### src/rtl/llsa_pkg.sv
// shared constants, types and helpers for the least-loaded server assignment block
package llsa_pkg;

    localparam int MAX_SERVERS = 16;
    localparam int LOAD_WIDTH  = 32;
    localparam int SVC_W       = 16;
    localparam int CFG_W       = 5;
    localparam int ID_W        = 5;
    localparam int IDX_W       = (MAX_SERVERS > 1) ? $clog2(MAX_SERVERS) : 1;
    localparam int CNT_W       = $clog2(MAX_SERVERS + 1);

    localparam logic MODE_CLEAR  = 1'b0;
    localparam logic MODE_ASSIGN = 1'b1;

    typedef logic [LOAD_WIDTH-1:0] t_load;
    typedef logic [IDX_W-1:0]      t_idx;
    typedef logic [CNT_W-1:0]      t_cnt;
    typedef logic [ID_W-1:0]       t_id;

    typedef struct packed {
        logic start;
        logic clear;
        logic scan;
        logic update;
        logic load_out;
        logic clear_res;
    } t_cmd;

    typedef struct packed {
        logic scan_last;
        logic out_free;
    } t_status;

    function automatic t_id to_id(input t_idx idx);
        return ID_W'(32'(idx) + 32'd1);
    endfunction

endpackage

### src/rtl/llsa_if.sv
// valid/ready channel interfaces for items and results
interface llsa_in_if;
    logic                          valid;
    logic                          ready;
    logic                          mode;
    logic [llsa_pkg::SVC_W-1:0]    service_time;

    modport source (output valid, output mode, output service_time, input ready);
    modport sink   (input valid, input mode, input service_time, output ready);
endinterface

interface llsa_out_if;
    logic                      valid;
    logic                      ready;
    logic [llsa_pkg::ID_W-1:0] assigned_server;
    logic [llsa_pkg::ID_W-1:0] next_server;

    modport source (output valid, output assigned_server, output next_server, input ready);
    modport sink   (input valid, input assigned_server, input next_server, output ready);
endinterface

### src/rtl/llsa_datapath.sv
// busy-time registers, min scan, saturating update and result register
module llsa_datapath (
    input  logic                        i_clk,
    input  logic                        i_rst_n,
    input  logic                        i_cfg_we,
    input  logic [llsa_pkg::CFG_W-1:0]  i_cfg_wdata,
    input  logic [llsa_pkg::SVC_W-1:0]  i_svc,
    input  llsa_pkg::t_cmd              i_cmd,
    input  logic                        i_out_ready,
    output llsa_pkg::t_status           o_status,
    output logic                        o_out_valid,
    output llsa_pkg::t_id               o_assigned,
    output llsa_pkg::t_id               o_next
);

    llsa_pkg::t_load                       r_busy [llsa_pkg::MAX_SERVERS];
    logic [llsa_pkg::MAX_SERVERS-1:0]      r_valid;
    llsa_pkg::t_cnt                        r_count;
    llsa_pkg::t_idx                        r_scan_idx;
    llsa_pkg::t_idx                        r_best_idx;
    llsa_pkg::t_load                       r_best_val;
    llsa_pkg::t_idx                        r_sec_idx;
    llsa_pkg::t_load                       r_sec_val;
    logic                                  r_sec_ok;
    logic [llsa_pkg::SVC_W-1:0]            r_svc;
    llsa_pkg::t_load                       r_new_val;
    logic                                  r_out_valid;
    llsa_pkg::t_id                         r_assigned;
    llsa_pkg::t_id                         r_next;

    llsa_pkg::t_cnt                        n_count;
    llsa_pkg::t_load                       scan_val;
    logic [llsa_pkg::LOAD_WIDTH:0]         sum;
    llsa_pkg::t_load                       sat_sum;
    logic                                  keep_best;

    always_comb begin
        if (i_cfg_wdata == '0) begin
            n_count = llsa_pkg::CNT_W'(1);
        end else if (32'(i_cfg_wdata) > llsa_pkg::MAX_SERVERS) begin
            n_count = llsa_pkg::CNT_W'(llsa_pkg::MAX_SERVERS);
        end else begin
            n_count = llsa_pkg::CNT_W'(i_cfg_wdata);
        end
    end

    assign scan_val = r_valid[r_scan_idx] ? r_busy[r_scan_idx] : '0;
    assign sum      = {1'b0, r_best_val} + (llsa_pkg::LOAD_WIDTH + 1)'(r_svc);
    assign sat_sum  = sum[llsa_pkg::LOAD_WIDTH] ? '1 : sum[llsa_pkg::LOAD_WIDTH-1:0];
    assign keep_best = !r_sec_ok || (r_new_val < r_sec_val)
                       || ((r_new_val == r_sec_val) && (r_best_idx < r_sec_idx));

    assign o_status.scan_last = (llsa_pkg::CNT_W'(r_scan_idx) + llsa_pkg::CNT_W'(1)) == r_count;
    assign o_status.out_free  = !r_out_valid || i_out_ready;

    assign o_out_valid = r_out_valid;
    assign o_assigned  = r_assigned;
    assign o_next      = r_next;

    always_ff @(posedge i_clk) begin
        if (!i_rst_n) begin
            r_count     <= llsa_pkg::CNT_W'(1);
            r_valid     <= '0;
            r_out_valid <= 1'b0;
        end else begin
            if (i_cfg_we) begin
                r_count <= n_count;
            end
            if (i_cmd.clear) begin
                r_valid <= '0;
            end else if (i_cmd.update) begin
                r_valid[r_best_idx] <= 1'b1;
            end
            if (i_cmd.load_out) begin
                r_out_valid <= 1'b1;
            end else if (i_out_ready) begin
                r_out_valid <= 1'b0;
            end
        end
    end

    always_ff @(posedge i_clk) begin
        if (i_cmd.start) begin
            r_svc      <= i_svc;
            r_scan_idx <= '0;
        end
        if (i_cmd.scan) begin
            r_scan_idx <= r_scan_idx + llsa_pkg::IDX_W'(1);
            if (r_scan_idx == '0) begin
                r_best_val <= scan_val;
                r_best_idx <= r_scan_idx;
                r_sec_ok   <= 1'b0;
            end else if (scan_val < r_best_val) begin
                r_sec_val  <= r_best_val;
                r_sec_idx  <= r_best_idx;
                r_sec_ok   <= 1'b1;
                r_best_val <= scan_val;
                r_best_idx <= r_scan_idx;
            end else if (!r_sec_ok || (scan_val < r_sec_val)) begin
                r_sec_val  <= scan_val;
                r_sec_idx  <= r_scan_idx;
                r_sec_ok   <= 1'b1;
            end
        end
        if (i_cmd.update) begin
            r_busy[r_best_idx] <= sat_sum;
            r_new_val          <= sat_sum;
        end
        if (i_cmd.load_out) begin
            if (i_cmd.clear_res) begin
                r_assigned <= '0;
                r_next     <= llsa_pkg::ID_W'(1);
            end else begin
                r_assigned <= llsa_pkg::to_id(r_best_idx);
                r_next     <= keep_best ? llsa_pkg::to_id(r_best_idx)
                                        : llsa_pkg::to_id(r_sec_idx);
            end
        end
    end

endmodule

### src/rtl/llsa_ctrl.sv
// controller state machine sequencing scan, update and result load
module llsa_ctrl (
    input  logic               i_clk,
    input  logic               i_rst_n,
    input  logic               i_in_valid,
    input  logic               i_in_mode,
    input  llsa_pkg::t_status  i_status,
    output logic               o_in_ready,
    output llsa_pkg::t_cmd     o_cmd
);

    typedef enum logic [1:0] {
        S_IDLE,
        S_SCAN,
        S_UPDATE,
        S_FINISH
    } t_state;

    t_state r_state;
    t_state n_state;
    logic   r_clear_item;
    logic   n_clear_item;
    logic   accept;

    assign o_in_ready = (r_state == S_IDLE);
    assign accept     = i_in_valid && o_in_ready;

    always_comb begin
        n_state      = r_state;
        n_clear_item = r_clear_item;
        o_cmd        = '0;
        case (r_state)
            S_IDLE: begin
                if (accept) begin
                    if (i_in_mode == llsa_pkg::MODE_CLEAR) begin
                        o_cmd.clear  = 1'b1;
                        n_clear_item = 1'b1;
                        n_state      = S_FINISH;
                    end else begin
                        o_cmd.start  = 1'b1;
                        n_clear_item = 1'b0;
                        n_state      = S_SCAN;
                    end
                end
            end
            S_SCAN: begin
                o_cmd.scan = 1'b1;
                if (i_status.scan_last) begin
                    n_state = S_UPDATE;
                end
            end
            S_UPDATE: begin
                o_cmd.update = 1'b1;
                n_state      = S_FINISH;
            end
            S_FINISH: begin
                if (i_status.out_free) begin
                    o_cmd.load_out  = 1'b1;
                    o_cmd.clear_res = r_clear_item;
                    n_state         = S_IDLE;
                end
            end
            default: begin
                n_state = S_IDLE;
            end
        endcase
    end

    always_ff @(posedge i_clk) begin
        if (!i_rst_n) begin
            r_state      <= S_IDLE;
            r_clear_item <= 1'b0;
        end else begin
            r_state      <= n_state;
            r_clear_item <= n_clear_item;
        end
    end

endmodule

### src/rtl/least_loaded_server_assign_core.sv
// Least-loaded server assignment: keeps a saturating busy time per server and
// hands each job to the least busy of the first n servers (n from the server
// count register, 0 taken as 1), lowest number on ties; each transaction gives
// the chosen server and the server the next job would get. An assign
// transaction runs from acceptance through a scan that reads one busy-time
// register per cycle, then an update state and a result state that waits while
// the output register is held; a clear transaction goes straight to the result
// state. One transaction is in flight at a time, and a result waiting in the
// output register does not block acceptance of the next transaction.
module least_loaded_server_assign_core (
    input  logic                        i_clk,
    input  logic                        i_rst_n,
    input  logic                        i_cfg_we,
    input  logic [llsa_pkg::CFG_W-1:0]  i_cfg_wdata,
    llsa_in_if.sink                     i_item,
    llsa_out_if.source                  o_result
);

    llsa_pkg::t_cmd    cmd;
    llsa_pkg::t_status status;

    llsa_ctrl u_ctrl (
        .i_clk      (i_clk),
        .i_rst_n    (i_rst_n),
        .i_in_valid (i_item.valid),
        .i_in_mode  (i_item.mode),
        .i_status   (status),
        .o_in_ready (i_item.ready),
        .o_cmd      (cmd)
    );

    llsa_datapath u_dp (
        .i_clk       (i_clk),
        .i_rst_n     (i_rst_n),
        .i_cfg_we    (i_cfg_we),
        .i_cfg_wdata (i_cfg_wdata),
        .i_svc       (i_item.service_time),
        .i_cmd       (cmd),
        .i_out_ready (o_result.ready),
        .o_status    (status),
        .o_out_valid (o_result.valid),
        .o_assigned  (o_result.assigned_server),
        .o_next      (o_result.next_server)
    );

endmodule

### src/flat_wrapper.sv
// flat-port wrapper written by rule: the top's interface ports become plain ports
module least_loaded_server_assign_core_flat 
  (i_clk, i_rst_n, i_cfg_we, i_cfg_wdata, i_item_valid, i_item_mode, i_item_service_time, i_item_ready, o_result_valid, o_result_assigned_server, o_result_next_server, o_result_ready);
  llsa_in_if i_item_i ();
  llsa_out_if o_result_i ();
  input  logic i_clk;
  input  logic i_rst_n;
  input  logic i_cfg_we;
  input  logic [llsa_pkg::CFG_W-1:0] i_cfg_wdata;
  input wire logic [$bits(i_item_i.valid)-1:0] i_item_valid;
  input wire logic [$bits(i_item_i.mode)-1:0] i_item_mode;
  input wire logic [$bits(i_item_i.service_time)-1:0] i_item_service_time;
  output wire logic [$bits(i_item_i.ready)-1:0] i_item_ready;
  output wire logic [$bits(o_result_i.valid)-1:0] o_result_valid;
  output wire logic [$bits(o_result_i.assigned_server)-1:0] o_result_assigned_server;
  output wire logic [$bits(o_result_i.next_server)-1:0] o_result_next_server;
  input wire logic [$bits(o_result_i.ready)-1:0] o_result_ready;
  assign i_item_i.valid = i_item_valid;
  assign i_item_i.mode = i_item_mode;
  assign i_item_i.service_time = i_item_service_time;
  assign i_item_ready = i_item_i.ready;
  assign o_result_valid = o_result_i.valid;
  assign o_result_assigned_server = o_result_i.assigned_server;
  assign o_result_next_server = o_result_i.next_server;
  assign o_result_i.ready = o_result_ready;
  least_loaded_server_assign_core u_core (.i_clk(i_clk), .i_rst_n(i_rst_n), .i_cfg_we(i_cfg_we), .i_cfg_wdata(i_cfg_wdata), .i_item(i_item_i), .o_result(o_result_i));
endmodule
### config.mk
export PLATFORM = sky130hd
export DESIGN_NAME = least_loaded_server_assign_core_flat
export DESIGN_NICKNAME = d
export VERILOG_FILES = /design/src/rtl/llsa_pkg.sv /design/src/rtl/llsa_if.sv /design/src/rtl/llsa_datapath.sv /design/src/rtl/llsa_ctrl.sv /design/src/rtl/least_loaded_server_assign_core.sv /design/src/flat_wrapper.sv
export SDC_FILE = /design/constraint.sdc
export NUM_CORES = 1
export LEC_CHECK = 0
export BUFFER_PORTS_ARGS = -buffer_cell sky130_fd_sc_hd__buf_2
export CAP_MARGIN = 20
export CORE_MARGIN = 5
export CORE_UTILIZATION = 45
export CTS_CLUSTER_SIZE = 14
export DETAILED_ROUTE_END_ITERATION = 10
export PLACE_DENSITY = 0.7
export SLEW_MARGIN = 20
export SYNTH_ARGS = -nofsm -noshare
export SYNTH_HDL_FRONTEND = slang
export SYNTH_SLANG_ARGS = --single-unit
### constraint.sdc
create_clock -name i_clk -period 8.1 [get_ports i_clk]
set_clock_uncertainty 0.1 [all_clocks]
set_input_delay 1.62 -clock i_clk [delete_from_list [all_inputs] [get_ports i_clk]]
set_output_delay 1.62 -clock i_clk [all_outputs]
set_load 0.01 [all_outputs]
# ---- Word level (Yosys, flattened, before mapping)
# Memories as Yosys holds them, arrays and structs flattened. A register that Yosys moved wholly into a read port is not among the register bits.
# Index checks and enable logic that the tools add are counted.
dict set report classes {
  n_addsub 5
  order_cmp 8
  n_eq_ne 8
  n_mux 39
  bitwise 3
  reduce_logical 23
}
# operator count
set op_table {}
lappend op_table {{32-bit 2-to-1 mux} 6}
lappend op_table {{32-bit < comparator} 3}
lappend op_table {{32-bit by 16-bit adder with 33-bit output} 1}
lappend op_table {{32-bit equality test} 1}
lappend op_table {{4-bit 2-to-1 mux} 7}
lappend op_table {{2-bit 2-to-1 mux} 8}
lappend op_table {{16-bit OR} 1}
lappend op_table {{4-bit by 1-bit adder with 5-bit output (second input constant)} 3}
lappend op_table {{5-bit 2-to-1 mux} 3}
lappend op_table {{1-bit 2-to-1 mux} 12}
lappend op_table {{4-bit by 5-bit < comparator with 1-bit output (second input constant)} 2}
lappend op_table {{2-bit case mux with 4 select lines} 1}
lappend op_table {{2-bit nonzero test} 4}
lappend op_table {{2-bit by 1-bit != test with 1-bit output (second input constant)} 3}
lappend op_table {{2-bit AND reduction} 3}
lappend op_table {{3-bit AND reduction} 2}
lappend op_table {{5-bit equality test} 1}
lappend op_table {{5-bit > comparator (second input constant)} 1}
lappend op_table {{5-bit logical NOT} 1}
lappend op_table {{4-bit by 1-bit adder with 4-bit output (second input constant)} 1}
lappend op_table {{1-bit binary-select mux with 4-bit select} 1}
lappend op_table {{1-bit demux with 4-bit select} 1}
lappend op_table {{2-bit equality test (second input constant)} 2}
lappend op_table {{4-bit by 1-bit greater-or-equal comparator with 1-bit output (second input constant)} 1}
lappend op_table {{other kinds (10)} 17}
dict set report word_totals {
  reg_bits 160
  mem_bits_rw 512
  in_bits 27
  out_inout_bits 12
  word_cells 102
  memories 1
}
# memory depth width read_ports rd_clocked_by_memory_dff wr line_no
set memory_table {}
lappend memory_table {u_core.u_dp.r_busy 16 32 1 1 1 llsa_datapath.sv:16} ;# llsa_pkg::t_load r_busy [llsa_pkg::MAX_SERVERS];

# ---- Longest topological paths before layout
dict set report depth {
  depth_word 7
  ltp_mapped 18
  ltp_nobuf 14
}

# ---- Cells and area by module
# A second synthesis with hierarchy kept.
dict set report hier_totals {
  hier_cells 1638
  hier_area_um2 29249.3
}
# module instances cells_each area_each_um2 seq_area_each_um2
set modules_own_cells {}
lappend modules_own_cells {llsa_datapath 1 1608 29002.8 19949.1}
lappend modules_own_cells {llsa_ctrl 1 30 246.5 60.1}

# ---- Worst setup path before layout
# No wires, ideal clock.
dict set report synth_path {
  kind {flip-flop to flip-flop}
  from {reg with a tool-made name}
  to {reg u_core.u_dp.r_sec_idx[0] (enable)}
  setup_ns 0.451
  arrival_ns 5.675
  required_time_ns 7.549
  slack_ns 1.873
  path_stages_with_launch 16
  path_buffers 3
  period_less_slack_ns 6.227
  path_cell_list {dfxtp_1 buf_4 buf_1 mux4_2 mux4_2 nor2b_1 ha_1 a21o_1 a21oi_1 nor2b_1 o21ai_0 a221oi_1 nor4_1 o41ai_2 buf_2 a31oi_1}
}
# element line_no
set synth_lines {}
lappend synth_lines {{end signal, assigned} llsa_datapath.sv:95} ;# r_sec_idx <= r_best_idx;
lappend synth_lines {{end signal, assigned} llsa_datapath.sv:101} ;# r_sec_idx <= r_scan_idx;
lappend synth_lines {{end, declared} llsa_datapath.sv:22} ;# llsa_pkg::t_idx r_sec_idx;

==> flow_metrics.py <==
metrics = {
    "status": {
        "status": "finished clean",
    },
    "placed_design": {
        "dp.final_hpwl_um": 39100,
        "dp.cells": 2488,
        "portBuffers": 38,
        "gp_congestion": 0.934,
    },
    "route": {
        "drc": 0,
        "first_pass_iters": 6,
        "wl_per_cell_um": 25.7,
        "ant_nets": 0,
        "drt_wl_total_um": 67000,
        "vias_per_cell": 5.82,
        "drt_iter0_drc": 1541,
        "vias": 15174,
    },
    "power": {
        "vdd_drop_max_uv": 169,
        "powerDensity_nw_per_um2": 376,
        "p_leak_nw": 11.3,
        "finalPower_mw": 12.3,
    },
    "floorplanning": {
        "io_pins": 39,
        "start_util_pct": 45.2,
        "coreArea_sq_um": 64200,
        "die_w_um": 264,
        "rows": 93,
        "die_h_um": 264,
        "die_area_sq_um": 69800,
    },
    "cells_and_area": {
        "final_cells": 2608,
        "drive_gt1_share_pct": 23.7,
        "final_common_cell": "edfxtp_1",
        "syn_to_final_growth_pct": 12.8,
        "final_util_pct": 51.0,
        "antennaDiodeCount": 0,
        "nNetsFinal": 1855,
        "fillers": 5118,
        "layout_common_cells": "edfxtp_1, mux4_2, ha_1",
    },
    "synthesis": {
        "async_flop_share_pct": 0,
        "synth_nets": 1760,
        "synthFlopType": "edfxtp_1",
        "syn_inst": 1608,
        "synth-edff-count": 647,
        "syn_area_sq_um": 29100,
        "synth_cell_types": 65,
        "ys_seq_area_share_pct": 68.9,
        "ys_seq_elements": 676,
        "yosysWarnings": 0,
        "synth_area_per_cell_sq_um": 18.1,
    },
    "sta": {
        "tns_ps": 0,
        "rsz0062_at_grt": "false",
        "min_period_over_period_pct": 72.3,
        "slew_violations": 0,
        "setup_viol": 0,
        "relSlewSlack_pct": 24.9,
        "fmax_mhz": 171,
        "hold_viol": 0,
        "worst_pin_slew_ps": 1130,
        "finalCriticalPeriod_ps": 5860,
    },
    "flow_run": {
        "drv_cap": 0,
    },
    "clock_network": {
        "clkTransAtPathRegs_ps": 70,
        "ctsHoldBuffers": 0,
        "cts_max_path_buffers": 3,
        "cts_tree": "done",
        "htree_levels": 3,
        "post-cts-setup-buffer-count": 0,
        "ctsResizeCount": 0,
        "clk_latency_ps": 610,
        "clockRootBuffer": "clkbuf_16",
        "clock-sinks": 676,
        "cts_buffers": 68,
    },
    "setup_path": {
        "worstSetupEndpointType": "register",
        "critical_path.max_fanout": 40,
        "path_class": "register to register",
        "cp_slowest_cell": "dfxtp_4",
        "reg2regPathDepth": 13,
        "slowest_delay_ps": 850,
        "worstPathArrival_ps": 6110,
        "critical_path_buf_inv_count": 2,
        "start_kind": "register",
        "crit_family": "multiplexers",
        "r2r_slack_ps": 2240,
        "cp_num_cells": 13,
        "critPathRequiredTime_ps": 8360,
        "cp_cell_sequence": "buf_12 > mux4_2 > mux4_2 > nor2b_1 > ha_1 > nand2_1 > o21ai_0 > a221oi_1 > o21ai_0 > nor3_2 > o41ai_4 > buf_4 > mux2_2",
    },
    "grt": {
        "overflow": 0,
        "grt_pass1_vias": 15583,
        "antenna_found_initial": 0,
        "grt_pass1_wl_um": 101000,
        "grt_util_all_layers_pct": 19.2,
        "grt_max_degree": 54,
    },
    "min_path": {
        "hp-class": "register to register",
        "holdPathStages": 2,
    },
}
## stage by stage
step / area (sq um) / setup WS, ps / hold slack, ps
after floorplan: 29100 / 1870 / 324
after global placement: 30500 / 2280 / 347
after detailed placement: 30500 / 2220 / 366
after CTS: 32800 / 2190 / 380
after global routing: 32800 / 1860 / 402
final: 32800 / 2240 / 374
## logic make-up after synthesis
| family | count (synthesis) | synth area share [%] |
|---|---|---|
| flip-flops | 676 | 68.9 |
| AND/OR/NAND/NOR | 272 | 4.80 |
| multiplexers | 210 | 14.6 |
| AO/OA/AOI/OAI | 155 | 3.54 |
| buffers and inverters | 141 | 1.97 |
| adder cells (fa/ha/maj) | 125 | 5.41 |
| XOR/XNOR | 29 | 0.874 |
## final timing paths
kind,start,endpoint
hold reg to reg,u_core.u_dp.r_valid[5],u_core.u_dp.r_valid[5]
setup / recovery,register,u_core.u_dp.r_sec_val[9]
hold / removal,u_core.u_dp.r_valid[5],u_core.u_dp.r_valid[5]
setup reg to reg,register,u_core.u_dp.r_sec_val[9]
## area by class of cell
class                           instances  area (sq um)  share of cell area [%]
Multi-Input combinational cell        791          8590                    26.2
Timing Repair Buffer                   80           543                    1.66
Sequential cell                       676         20000                    61.1
Clock inverter                         32           362                    1.10
Inverter                               86           323                   0.985
Tap cell                              855          1070                    3.26
Clock buffer                           88          1870                    5.71
## state kept, by name, summed over array words and instances (netlist names), 5 cells and up, named ones only
register,cells
u_core.u_dp.r_busy,512
u_core.u_dp.r_best_val,32
u_core.u_dp.r_new_val,32
u_core.u_dp.r_sec_val,32
u_core.u_dp.r_svc,16
u_core.u_dp.r_valid,16
u_core.u_dp.o_assigned,5
u_core.u_dp.o_next,5
u_core.u_dp.r_count,5
## where the power goes
group          internal, mW  switching, mW  leakage (nW)  total, mW
combinational          1.66           2.25          4.12       3.91
sequential             4.88          0.369          6.11       5.25
clock                  1.86           1.30          1.09       3.16
## cells in the mapped netlist, drive strengths merged (3+ instances only)
cell type | number | area share, %
edfxtp | 647 | 67
mux4 | 163 | 13
ha | 124 | 5.3
inv | 86 | 1.1
nor2 | 66 | 0.85
nand2 | 56 | 0.72
nor2b | 47 | 1.0
a21oi | 46 | 0.79
mux2 | 40 | 1.7
o21ai | 36 | 0.66
dfxtp | 29 | 2.0
clkbuf | 28 | 0.36
buf | 27 | 0.50
a21o | 19 | 0.49
nand3 | 18 | 0.31
xnor2 | 17 | 0.51
nor3 | 15 | 0.28
nand4 | 14 | 0.30
and3 | 12 | 0.26
xor2 | 12 | 0.36
and2 | 11 | 0.24
nand2b | 11 | 0.24
a211oi | 8 | 0.22
and4 | 7 | 0.21
mux2i | 7 | 0.24
o21a | 7 | 0.18
a2111oi | 4 | 0.12
a221oi | 4 | 0.12
a31oi | 4 | 0.086
nor3b | 4 | 0.10
o21bai | 4 | 0.10
or3 | 3 | 0.065
## worst register-to-register path, stage by stage, from the launching register on
cell and delay, ps:
dfxtp_4 850, buf_12 440, mux4_2 620, mux4_2 530, nor2b_1 210, ha_1 320
nand2_1 110, o21ai_0 290, a221oi_1 130, o21ai_0 160, nor3_2 120, o41ai_4 710
buf_4 600, mux2_2 430
## per-layer routing
metal | wire length [um] | global-route usage (%)
met5 | 0 | 0
met4 | 1470 | 5.47
met3 | 4490 | 2.90
met2 | 32500 | 31.2
met1 | 28500 | 27.3
Power figures use the tool's default switching activity.
